`config.mk`:
```
export PLATFORM = sky130hd
export DESIGN_NAME = oirb_geom
export DESIGN_NICKNAME = d
export VERILOG_FILES = /design/src/sv/overwriting_item_ring_buffer_defines.svh /design/src/sv/oirb_pkg.sv /design/src/sv/oirb_geom.sv
export SDC_FILE = /design/constraint.sdc
export NUM_CORES = 1
export LEC_CHECK = 0
export BUFFER_PORTS_ARGS = -buffer_cell sky130_fd_sc_hd__buf_2
export CAP_MARGIN = 20
export CORE_ASPECT_RATIO = 1.5
export CORE_MARGIN = 10
export CORE_UTILIZATION = 60
export DETAILED_ROUTE_END_ITERATION = 8
export PLACE_DENSITY = 0.82
export SYNTH_ARGS = -nofsm -noshare
export SYNTH_HDL_FRONTEND = slang
export SYNTH_SLANG_ARGS = --single-unit
```
`constraint.sdc`:
```
create_clock -name clock -period 7.4 [get_ports clock]
set_clock_uncertainty 0.05 [all_clocks]
set_input_delay 1.85 -clock clock [delete_from_list [all_inputs] [get_ports clock]]
set_output_delay 1.85 -clock clock [all_outputs]
set_load 0.02 [all_outputs]
```
`src/sv/overwriting_item_ring_buffer_defines.svh`:
```
// Assertion macros for the ring buffer RTL.
// Included by overwriting_item_ring_buffer, which carries concurrent assertions; needs a clock and reset in scope.
`ifndef OVERWRITING_ITEM_RING_BUFFER_DEFINES_SVH
`define OVERWRITING_ITEM_RING_BUFFER_DEFINES_SVH

// Same-cycle implication, disabled during reset.
`define OIRB_ASSERT_NOW(label, ante, cons, msg) \
   label: assert property (@(posedge clock) disable iff (reset) (ante) |-> (cons)) \
      else $error(msg);

// Next-cycle implication, disabled during reset.
`define OIRB_ASSERT_NEXT(label, ante, cons, msg) \
   label: assert property (@(posedge clock) disable iff (reset) (ante) |=> (cons)) \
      else $error(msg);

`endif

```
`src/sv/oirb_pkg.sv`:
```
// Types, constants and codes for the overwriting item ring buffer.
// Used by oirb_geom and overwriting_item_ring_buffer; depends on nothing.
package oirb_pkg;

   localparam int unsigned MEM_BYTES      = 4096;
   localparam int unsigned MAX_ITEM_BYTES = 64;
   localparam int unsigned SLOT_LIMIT     = 4096;

   localparam int unsigned BYTE_W     = 8;
   localparam int unsigned IBYTES_W   = 7;
   localparam int unsigned SLOTS_W    = 13;
   localparam int unsigned COUNT_W    = 13;
   localparam int unsigned ADDR_W     = $clog2(MEM_BYTES);
   localparam int unsigned SLOT_IDX_W = $clog2(SLOT_LIMIT);
   localparam int unsigned BIS_W      = (MAX_ITEM_BYTES > 1) ? $clog2(MAX_ITEM_BYTES) : 1;

   localparam int unsigned DIV_W      = $clog2(MEM_BYTES + 1);
   localparam int unsigned DIV_STEP_W = $clog2(DIV_W);
   localparam int unsigned CMP_W      = (DIV_W > SLOTS_W) ? DIV_W : SLOTS_W;
   localparam logic [DIV_W-1:0] MEM_BYTES_VEC = DIV_W'(MEM_BYTES);

   localparam int unsigned CSR_INDEX_W = 2;
   localparam int unsigned CSR_DATA_W  = 13;

   localparam logic [IBYTES_W-1:0] ITEM_BYTES_RESET = IBYTES_W'(4);
   localparam logic [SLOTS_W-1:0]  ITEM_SLOTS_RESET = SLOTS_W'(1024);

   typedef enum logic [1:0] {
      OP_PUSH  = 2'd0,
      OP_READ  = 2'd1,
      OP_CLEAR = 2'd2,
      OP_NOP   = 2'd3
   } op_type;

   typedef enum logic [CSR_INDEX_W-1:0] {
      CSR_ITEM_BYTES = CSR_INDEX_W'(0),
      CSR_ITEM_SLOTS = CSR_INDEX_W'(1)
   } csr_index_type;

   typedef enum logic {
      ST_IDLE,
      ST_BURST
   } state_type;

   typedef struct packed {
      op_type             op;
      logic [BYTE_W-1:0]  data_byte;
      logic               chunk_end;
   } req_type;

   typedef struct packed {
      logic [BYTE_W-1:0]  out_byte;
      logic               empty_res;
      logic               last;
      logic [COUNT_W-1:0] items_left;
   } rsp_type;

   typedef struct packed {
      logic                busy;
      logic [IBYTES_W-1:0] bytes;
      logic [SLOTS_W-1:0]  slots;
   } geom_type;

endpackage

```
`src/sv/oirb_geom.sv`:
```
// Configuration registers and effective geometry of the ring buffer.
// Depends on oirb_pkg; the slot limit comes from a bit-serial division of the memory size.
module oirb_geom (
   input  logic                                 clock,
   input  logic                                 reset,
   input  logic                                 csr_valid,
   input  logic [oirb_pkg::CSR_INDEX_W-1:0]     csr_index,
   input  logic [oirb_pkg::CSR_DATA_W-1:0]      csr_wdata,
   output oirb_pkg::geom_type                   geom
);

   logic [oirb_pkg::IBYTES_W-1:0]   item_bytes_ff, item_bytes_in;
   logic [oirb_pkg::SLOTS_W-1:0]    item_slots_ff, item_slots_in;
   logic                            busy_ff, busy_in;
   logic [oirb_pkg::DIV_STEP_W-1:0] step_ff, step_in;
   logic [oirb_pkg::IBYTES_W-1:0]   rem_ff, rem_in;
   logic [oirb_pkg::DIV_W-1:0]      quot_ff, quot_in;
   logic [oirb_pkg::SLOTS_W-1:0]    slots_ff, slots_in;

   logic [oirb_pkg::IBYTES_W-1:0]   eff_bytes;
   logic [oirb_pkg::SLOTS_W-1:0]    clamp_slots;
   logic [oirb_pkg::DIV_STEP_W-1:0] bit_idx;
   logic [oirb_pkg::IBYTES_W:0]     shifted;
   logic                            fits;
   logic                            wr_bytes, wr_slots;

   assign wr_bytes = csr_valid && (csr_index == oirb_pkg::CSR_ITEM_BYTES);
   assign wr_slots = csr_valid && (csr_index == oirb_pkg::CSR_ITEM_SLOTS);

   always_comb begin
      if (item_bytes_ff == '0) begin
         eff_bytes = oirb_pkg::IBYTES_W'(1);
      end else if (item_bytes_ff > oirb_pkg::IBYTES_W'(oirb_pkg::MAX_ITEM_BYTES)) begin
         eff_bytes = oirb_pkg::IBYTES_W'(oirb_pkg::MAX_ITEM_BYTES);
      end else begin
         eff_bytes = item_bytes_ff;
      end
      if (item_slots_ff == '0) begin
         clamp_slots = oirb_pkg::SLOTS_W'(1);
      end else if (item_slots_ff > oirb_pkg::SLOTS_W'(oirb_pkg::SLOT_LIMIT)) begin
         clamp_slots = oirb_pkg::SLOTS_W'(oirb_pkg::SLOT_LIMIT);
      end else begin
         clamp_slots = item_slots_ff;
      end
   end

   always_comb begin
      bit_idx = oirb_pkg::DIV_STEP_W'(oirb_pkg::DIV_W - 1) - step_ff;
      shifted = {rem_ff, oirb_pkg::MEM_BYTES_VEC[bit_idx]};
      fits    = shifted >= {1'b0, eff_bytes};

      item_bytes_in = item_bytes_ff;
      item_slots_in = item_slots_ff;
      busy_in       = busy_ff;
      step_in       = step_ff;
      rem_in        = rem_ff;
      quot_in       = quot_ff;
      slots_in      = slots_ff;

      if (wr_bytes || wr_slots) begin
         if (wr_bytes) begin
            item_bytes_in = csr_wdata[oirb_pkg::IBYTES_W-1:0];
         end
         if (wr_slots) begin
            item_slots_in = csr_wdata[oirb_pkg::SLOTS_W-1:0];
         end
         busy_in = 1'b1;
         step_in = '0;
         rem_in  = '0;
         quot_in = '0;
      end else if (busy_ff) begin
         rem_in  = fits ? oirb_pkg::IBYTES_W'(shifted - {1'b0, eff_bytes})
                        : shifted[oirb_pkg::IBYTES_W-1:0];
         quot_in = {quot_ff[oirb_pkg::DIV_W-2:0], fits};
         step_in = step_ff + oirb_pkg::DIV_STEP_W'(1);
         if (step_ff == oirb_pkg::DIV_STEP_W'(oirb_pkg::DIV_W - 1)) begin
            busy_in = 1'b0;
            if (oirb_pkg::CMP_W'(quot_in) < oirb_pkg::CMP_W'(clamp_slots)) begin
               slots_in = oirb_pkg::SLOTS_W'(quot_in);
            end else begin
               slots_in = clamp_slots;
            end
         end
      end
   end

   always_ff @(posedge clock) begin
      if (reset) begin
         item_bytes_ff <= oirb_pkg::ITEM_BYTES_RESET;
         item_slots_ff <= oirb_pkg::ITEM_SLOTS_RESET;
         busy_ff       <= 1'b1;
         step_ff       <= '0;
         rem_ff        <= '0;
         quot_ff       <= '0;
         slots_ff      <= '0;
      end else begin
         item_bytes_ff <= item_bytes_in;
         item_slots_ff <= item_slots_in;
         busy_ff       <= busy_in;
         step_ff       <= step_in;
         rem_ff        <= rem_in;
         quot_ff       <= quot_in;
         slots_ff      <= slots_in;
      end
   end

   assign geom.busy  = busy_ff;
   assign geom.bytes = eff_bytes;
   assign geom.slots = slots_ff;

endmodule

```
==> results of run 1 <==
-- per-layer routing --
metal	routed length [microns]	GRT usage, %	part of all wire (%)	vias to the layer above
met1	2739	17.39	41	1171
li1	-	-	-	1316
met2	3503	29.01	52	52
met3	327	4.283	4.8	15
met4	176	7.969	2.6	0
met5	0	0	0	-
-- state kept, by name, summed over array words and instances, names as in the netlist --
name / cells
busy_ff: 1
item_bytes_ff: 7
item_slots_ff: 13
quot_ff: 12
rem_ff: 7
slots_ff: 13
step_ff: 4
-- kinds of logic after synthesis --
logic type	Yosys count	share of synthesized area, %
AO/OA/AOI/OAI	62	15.88
XOR/XNOR	4	1.112
adder cells (fa/ha/maj)	22	8.972
buffers and inverters	45	5.756
flip-flops	57	36.20
multiplexers	34	12.43
AND/OR/NAND/NOR	139	19.65
-- final timing paths --
check	endpoint	slack, ns	cells after the start	from
worst max-delay path	slots_ff[1]	4.02	13	step_ff[0]
worst min-delay path	item_slots_ff[0]	0.42	2	item_slots_ff[0]
worst max register to register	slots_ff[1]	4.02	13	step_ff[0]
worst min register to register	item_slots_ff[0]	0.42	2	item_slots_ff[0]
-- synthesized netlist by cell type (2+ instances only) --
cell type and count:
nand3_1 5, nor4_1 3, nand2_1 52, xor2_1 3, a311oi_1 5, mux2_4 10, o31ai_1 2, clkbuf_1 16
nor3_1 3, a31oi_1 2, nand2b_1 3, or3_1 2, a21oi_1 18, mux2i_1 23, a21o_1 5, a211oi_2 11
nand4_1 6, nor2b_1 4, ha_1 21, dfxtp_1 57, a211oi_1 7, o21ai_0 4, nor2_1 52, inv_1 25
-- where the power goes --
part,switching (mW),internal (mW)
Sequential,0.0173,0.327
Combinational,0.130,0.103
Clock,0.122,0.163
-- per-stage QoR --
stage,setup slack (ns),hold slack [ns],area (sq um),utilization [%]
floorplan,4.136,0.3860,3152,-
global placement,3.870,0.4064,3367,65.70
detailed placement,3.836,0.4115,3367,65.70
CTS,3.991,0.4212,3563,69.53
global route,3.745,0.4512,3563,69.53
finish,4.022,0.4182,3563,69.53
-- worst max-delay path: stages (launching register included) --
cell	delay, ns
dfxtp_1	0.41
inv_1	0.07
ha_1	0.19
inv_1	0.07
nor3_1	0.04
a31oi_1	0.21
ha_1	0.22
fa_1	0.18
nand2b_1	0.18
a211oi_1	0.13
o41ai_2	0.42
nand3_2	0.40
mux2_1	0.44
a211oi_1	0.25
-- placed cells by master, fill, tap and decap left out, types with 10 or more instances in the layout --
cell | netlist | final
mux2_4 | 10 | 10
clkbuf_8 | 0 | 10
nand2_1 | 52 | 52
a21oi_1 | 18 | 18
ha_1 | 21 | 21
dfxtp_1 | 57 | 57
mux2i_1 | 23 | 23
a211oi_2 | 11 | 11
inv_1 | 25 | 25
nor2_1 | 52 | 52
buf_2 | 1 | 38
-- layout make-up --
| cell class | count | area (sq um) |
|---|---|---|
| Fill cell | 450 | 1562 |
| Multi-Input combinational cell | 261 | 1834 |
| Inverter | 25 | 93.84 |
| Tap cell | 68 | 85.08 |
| Timing Repair Buffer | 41 | 212.7 |
| Clock inverter | 5 | 55.05 |
| Sequential cell | 57 | 1141 |
| Clock buffer | 11 | 141.4 |
==> flow_metrics.tcl, run 1 <==
set metrics [dict create \
    netlist_instances 363 \
    cts_hold_buffers 0 \
    grt_max_degree 36 \
    io_pins 39 \
    dp_hpwl_microns 5035 \
    period_needed_ns 3.378 \
    peakVddDrop_v 0.0001702 \
    drt-initial-drc-count 114 \
    async_reset_ff_share_pct 0 \
    power_mw 0.8631 \
    num_antenna_cells 0 \
    root_buffer "clkbuf_8" \
    avgViaCountPerCell 5.457 \
    critPathKind "register to register" \
    route.detailed.drc 0 \
    synth_top_area_cell "dfxtp_1" \
    synth_edf_count 0 \
    worstPathMaxFanout 11 \
    cp.required_ns 7.60 \
    core_sq_um 5125 \
    grt_usage_pct 16.32 \
    rsz0062_at_grt "false" \
    slew_viol_final 0 \
    ys_ff_latch 57 \
    area_delta_synth_final_pct 13.06 \
    grt_pass1_wl_microns 11410 \
    fin_setup_tns_ns 0 \
    drive_gt1_share_pct 21.00 \
    worstSetupEndpointType "register" \
    post_cts_buffers 0 \
    grt_overflow 0 \
    synth_top_area_share_pct 36.20 \
    relSlewSlack_pct 48.82 \
    grt_pass1_vias 2532 \
    gp_congestion 0.9447 \
    cts_resized 0 \
    avgSynthCellArea_sq_um 8.683 \
    routed_wl_microns 6747 \
    syn_nets 403 \
    fmax_mhz 296.0 \
    status "complete, no violations" \
    power_density_nw_per_um2 242.2 \
    start_kind "register" \
    cts_tree "built" \
    die_w_microns 79.18 \
    hold_viol_final 0 \
    die_h_microns 108.8 \
    via_count 2554 \
    power_leakage_nw 1.604 \
    placedCellCount 452 \
    fin_cells 468 \
    drv_cap 0 \
    die-area_sq_um 8611 \
    clkTransAtPathRegs_ns 0.06 \
    synthTopCellsByArea "dfxtp_1 (36%), ha_1 (8.3%), mux2i_1 (7.3%), nand2_1 (6.2%), nor2_1 (6.2%)" \
    yosys_most_used_dff "dfxtp_1" \
    ys_seq_area_share_pct 36.20 \
    clkSinkCount 57 \
    cts_buffers 9 \
    ant_nets 0 \
    cts_max_level 3 \
    cts_max_path_buffers 2 \
    setup_viol 0 \
    start_util_pct 61.50 \
    port-buffer-count 38 \
    antenna_found_initial 0 \
    worst_pin_slew_ns 0.7661 \
    arrival_ns 3.58 \
    ys.warnings.count 0 \
    nNetsFinal 435 \
    synth_area_sq_um 3152 \
    hold_class "register to register" \
    synth.distinct_cells 48 \
    first_pass_iters 4 \
    rows 32 \
    finalCritPeriodShare_pct 45.65 \
    clock_latency_ns 0.34 \
    wire_per_inst_microns 14.42 \
]
(Power assumes the default switching activity.)
==> run 2, diff against run 1 <==
Settings changed: ABC_AREA set to 1, CORE_UTILIZATION 60 to 58, PLACE_DENSITY 0.82 to 0.8.
Clock period 7.4 ns to 3.3 ns, I/O delays scaled along.
==> run 2 against run 1 <==
Sequential power up 130%. Sequential share of layout area up 0.69 points. Combinational power rose to 2.8 times the previous value. Core utilization is 1.5 points lower. Highest routed layer unchanged. Setup slack got worse by 3.7 ns. Register-to-register slack lost 3.7 ns. Routed wire length increased by 14%. First-iteration DRC count rose by 38%. Worst hold slack got worse by 0.0066 ns.
==> flow_metrics.tcl, run 2 <==
set metrics [dict create \
    power_frac_clock_pct 30.5 \
    use_met2_pct 32.22 \
    grt_overflow 0 \
    hold_viol_final 0 \
    power_leakage_nw 1.632 \
    final_common_cell "nand2_1" \
    core_sq_um 5125 \
    power_density_nw_per_um2 600.6 \
    synthTopCellsByArea "dfxtp_1 (37%), nand2_1 (10%), nor2_1 (8.8%), ha_1 (8.6%), a21oi_1 (8.0%)" \
    cts_max_level 3 \
    arrival_ns 3.18 \
    critPathKind "register to register" \
    synth_area_sq_um 3068 \
    layout_common_cells "nand2_1 (83), nor2_1 (72), dfxtp_1 (57)" \
    root_buffer "clkbuf_8" \
    die-area_sq_um 8659 \
    cts_tree "built" \
    status "complete, no violations" \
    wire_per_inst_microns 14.01 \
    io_pins 39 \
    fmax_mhz 338.0 \
    clkTransAtPathRegs_ns 0.06 \
    slew_viol_final 0 \
    peakVddDrop_v 0.0004093 \
    cp.required_ns 3.52 \
    die_h_microns 109.1 \
    swShare_pct 35.33 \
    dpl_worst_slack_ns 0.3857 \
    finalCritPeriodShare_pct 89.65 \
    synth.distinct_cells 30 \
    worstPathMaxFanout 14 \
    period_needed_ns 2.958 \
    drv_cap 0 \
    fin_setup_tns_ns 0 \
    synth_top_area_cell "dfxtp_1" \
    cts_hold_buffers 0 \
    route.detailed.drc 0 \
    synth_top_area_share_pct 37.19 \
    nNetsFinal 515 \
    setup_viol 0 \
    p_int_mw 1.355 \
    via_count 3001 \
    post-route-util_pct 68.07 \
    clock_latency_ns 0.34 \
    avgViaCountPerCell 5.476 \
    async_reset_ff_share_pct 0 \
    grt_use_met1_pct 17.94 \
    ys_ff_latch 57 \
    netlist_top_cells_count "nand2_1 (83), nor2_1 (72), dfxtp_1 (57)" \
    yosys_most_used_dff "dfxtp_1" \
    cts_max_path_buffers 2 \
    dp_hpwl_microns 5898 \
    top_regs "item_slots_ff (13), slots_ff (13), quot_ff (12)" \
    synth_edf_count 0 \
    netlist_instances 440 \
    power_mw 2.095 \
    start_kind "register" \
    rsz0062_at_grt "false" \
    fin_ws_ns 0.3417 \
    start_util_pct 59.86 \
    synth_most_common_cell "nand2_1" \
    port-buffer-count 38 \
    grt_max_degree 34 \
    drt-initial-drc-count 157 \
    area_delta_synth_final_pct 13.70 \
    postLayoutCellArea_sq_um 3488 \
    drive_gt1_share_pct 14.79 \
    avgSynthCellArea_sq_um 6.973 \
    ant_nets 0 \
    worst_pin_slew_ns 0.8807 \
    grt_pass1_wl_microns 12590 \
    grt_usage_pct 18.15 \
    ys.warnings.count 0 \
    worstSetupEndpointType "register" \
    syn_nets 480 \
    cts_resized 0 \
    first_pass_iters 5 \
    worstHoldPathCells 2 \
    grt_pass1_vias 2824 \
    cts_buffers 9 \
    clkSinkCount 57 \
    hold_class "register to register" \
    busiest_layer "met2" \
    antenna_found_initial 0 \
    routed_wl_microns 7678 \
    rows 32 \
    p_comb_share_pct 31.4 \
    ff2ff_path_depth 18 \
    ys_seq_area_share_pct 37.19 \
    seqPwrFrac_pct 38.1 \
    die_w_microns 79.39 \
    place_area_sq_um 3293 \
    p_sw_mw 0.7402 \
    gp_congestion 0.9939 \
    num_antenna_cells 0 \
    relSlewSlack_pct 41.07 \
    post_cts_buffers 0 \
    use_met3_pct 6.013 \
]
[run 2: final timing paths]
| check | slack [ns] | from | endpoint |
|---|---|---|---|
| worst min register to register | 0.41 | slots_ff[7] | slots_ff[7] |
| worst max register to register | 0.34 | step_ff[1] | slots_ff[7] |
| worst min-delay path | 0.41 | slots_ff[7] | slots_ff[7] |
| worst max-delay path | 0.34 | step_ff[1] | slots_ff[7] |
[run 2: cell type report]
class | instances | area, sq um
Clock buffer | 9 | 123.9
Inverter | 43 | 161.4
Sequential cell | 57 | 1141
Fill cell | 491 | 1637
Clock inverter | 7 | 71.32
Multi-Input combinational cell | 321 | 1678
Tap cell | 68 | 85.08
Timing Repair Buffer | 43 | 227.7
[run 2: critical path: stages, from the launching register on]
cell	delay, ns
dfxtp_1	0.35
inv_1	0.07
ha_1	0.22
or2_2	0.27
nand3_1	0.11
ha_1	0.19
fa_1	0.22
inv_1	0.05
nand3_1	0.06
nand2_1	0.10
nand2_1	0.09
nand3_2	0.19
o21bai_2	0.21
nand2_2	0.08
nand2_4	0.16
nand2_4	0.13
nand2_1	0.10
nand3_1	0.09
a21oi_1	0.16
[run 2: cell families after synthesis]
group | after synthesis | share of synthesized area, %
DFF | 57 | 37.19
adders and majority gates | 22 | 9.217
and+or+nand+nor | 210 | 29.61
AOI/OAI and AO/OA | 83 | 14.15
xor gates and xnor gates | 6 | 1.713
buffers and inverters | 62 | 8.116
[run 2: power groups by stage]
stage               logic (mW)  registers, mW  clock network (mW)
floorplan                0.535          0.793                   0
global placement         0.634          0.809                   0
detailed placement       0.655          0.812                   0
CTS                      0.658          0.797               0.650
global route             0.756          0.802               0.673
finish                   0.659          0.798               0.638
[run 2: metal layers]
layer / routed length [microns] / vias to the layer above
li1: - / 1501
met1: 2913 / 1377
met2: 3968 / 96
met3: 452 / 27
met4: 342 / 0
met5: 0 / -
[run 2: per-stage QoR]
stage          cells  hold WS [ns]
5_1_grt          548        0.4352
2_1_floorplan    440        0.3945
3_5_place_dp     532        0.4036
6_report         548        0.4116
4_1_cts          548        0.4133
3_3_place_gp     532        0.3993
==> run 3, diff against run 2 <==
Settings changed: CTS_BUF_LIST set to sky130_fd_sc_hd__clkbuf_16.
==> run 3 against run 2 <==
Global-route usage up 0.62 points. Non-clock buffer count unchanged. Cell count unchanged. Sequential share of layout area down 0.92 points. Total power up 13%. Combinational power about the same.
==> flow_metrics.tcl, run 3 (synthesis results as in run 2) <==
set metrics [dict create \
    area_delta_synth_final_pct 17.01 \
    layout_common_cells "nand2_1 (83), nor2_1 (72), dfxtp_1 (57)" \
    port-buffer-count 38 \
    status "complete, no violations" \
    grt_pass1_vias 2848 \
    gp_congestion 0.9939 \
    period_needed_ns 2.947 \
    slew_viol_final 0 \
    drt-initial-drc-count 184 \
    final_common_cell "nand2_1" \
    r2r-start "step_ff[1]" \
    worst_pin_slew_ns 0.9183 \
    worstSetupEndpointType "register" \
    clock_latency_ns 0.33 \
    first_pass_iters 4 \
    post_cts_buffers 0 \
    wire_per_inst_microns 14.20 \
    worstPathMaxFanout 14 \
    power_leakage_nw 1.678 \
    hold_viol_final 0 \
    top_regs "item_slots_ff (13), slots_ff (13), quot_ff (12)" \
    fin_setup_tns_ns 0 \
    dpl_worst_slack_ns 0.3857 \
    avgViaCountPerCell 5.425 \
    fin_ws_ns 0.3533 \
    fmax_mhz 339.4 \
    ant_nets 0 \
    critPathKind "register to register" \
    critPathLaunch "step_ff[1]" \
    rows 32 \
    drive_gt1_share_pct 14.79 \
    start_kind "register" \
    grt_overflow 0 \
    crit_path_max_incr_delay_ns 0.34 \
    rsz0062_at_grt "false" \
    setup_viol 0 \
    crit_chain "inv_1, ha_1, or2_2, nand3_1, ha_1, fa_1, inv_1, nand3_1, nand2_1, nand2_1, nand3_2, o21bai_2, nand2_2, nand2_4, nand2_4, nand2_1, nand3_1, a21oi_1" \
    cts_hold_buffers 0 \
    hold_class "register to register" \
    relSlewSlack_pct 38.55 \
    clkSinkCount 57 \
    grt_pass1_wl_microns 12880 \
    nNetsFinal 515 \
    dp_hpwl_microns 5898 \
    io_pins 39 \
    start_util_pct 59.86 \
    cts_max_path_buffers 2 \
    cts_buffers 9 \
    die_w_microns 79.39 \
    post-route-util_pct 70.04 \
    drv_cap 0 \
    route.detailed.drc 0 \
    antenna_found_initial 0 \
    peakVddDrop_v 0.0004608 \
    num_antenna_cells 0 \
    finalCritPeriodShare_pct 89.30 \
    arrival_ns 3.15 \
    via_count 2973 \
    cts_tree "built" \
    die_h_microns 109.1 \
    grt_usage_pct 18.77 \
    min_from "slots_ff[7]" \
    cts_resized 0 \
    cp_slowest_cell "dfxtp_1" \
    clkTransAtPathRegs_ns 0.05 \
    cp.required_ns 3.51 \
    grt_max_degree 34 \
    power_density_nw_per_um2 659.2 \
    root_buffer "clkbuf_16" \
    die-area_sq_um 8659 \
    cts_max_level 3 \
    routed_wl_microns 7780 \
    core_sq_um 5125 \
]
[run 3: cell types whose count changed in the layout (fill, tap and decap cells not counted)]
cell / change
clkbuf_16: +9
clkbuf_8: -9
[run 3: area by class of cell]
| cell class | instances | area (sq um) |
|---|---|---|
| fill | 474 | 1535 |
| clock inverter | 7 | 71.32 |
| clock buffer | 9 | 225.2 |
| sequential | 57 | 1141 |
| multi-input combinational | 321 | 1678 |
| tap | 68 | 85.08 |
| inverter | 43 | 161.4 |
| timing repair buffer | 43 | 227.7 |
[run 3: where the power goes]
part | switching [mW] | internal, mW
Clock | 0.326 | 0.581
Combinational | 0.396 | 0.263
Sequential | 0.0528 | 0.747
[run 3: routing by layer]
metal | GRT usage (%) | wire [microns]
met5 | 0 | 0
met4 | 11.83 | 366
met3 | 6.260 | 421
met1 | 18.71 | 2960
met2 | 32.75 | 4033
[run 3: final timing paths]
check | cells after the start | slack (ns) | endpoint
min | 2 | 0.41 | slots_ff[7]
max reg2reg | 18 | 0.35 | slots_ff[0]
max | 18 | 0.35 | slots_ff[0]
min reg2reg | 2 | 0.41 | slots_ff[7]
[run 3: metrics by stage]
| step | total power [mW] | instance area, sq um | hold WS (ns) | cells |
|---|---|---|---|---|
| floorplan | 1.328 | 3068 | 0.3945 | 440 |
| global placement | 1.443 | 3293 | 0.3993 | 532 |
| detailed placement | 1.466 | 3293 | 0.4036 | 532 |
| CTS | 2.370 | 3590 | 0.4113 | 548 |
| global route | 2.510 | 3590 | 0.4331 | 548 |
| finish | 2.366 | 3590 | 0.4106 | 548 |
[run 3: critical path, delay by kind of cell (launching register included)]
| family | cells | cell delay [ns] |
|---|---|---|
| adders and majority gates | 3 | 0.63 |
| DFF | 1 | 0.34 |
| AOI/OAI and AO/OA | 2 | 0.38 |
| and+or+nand+nor | 11 | 1.37 |
| buffers and inverters | 2 | 0.12 |
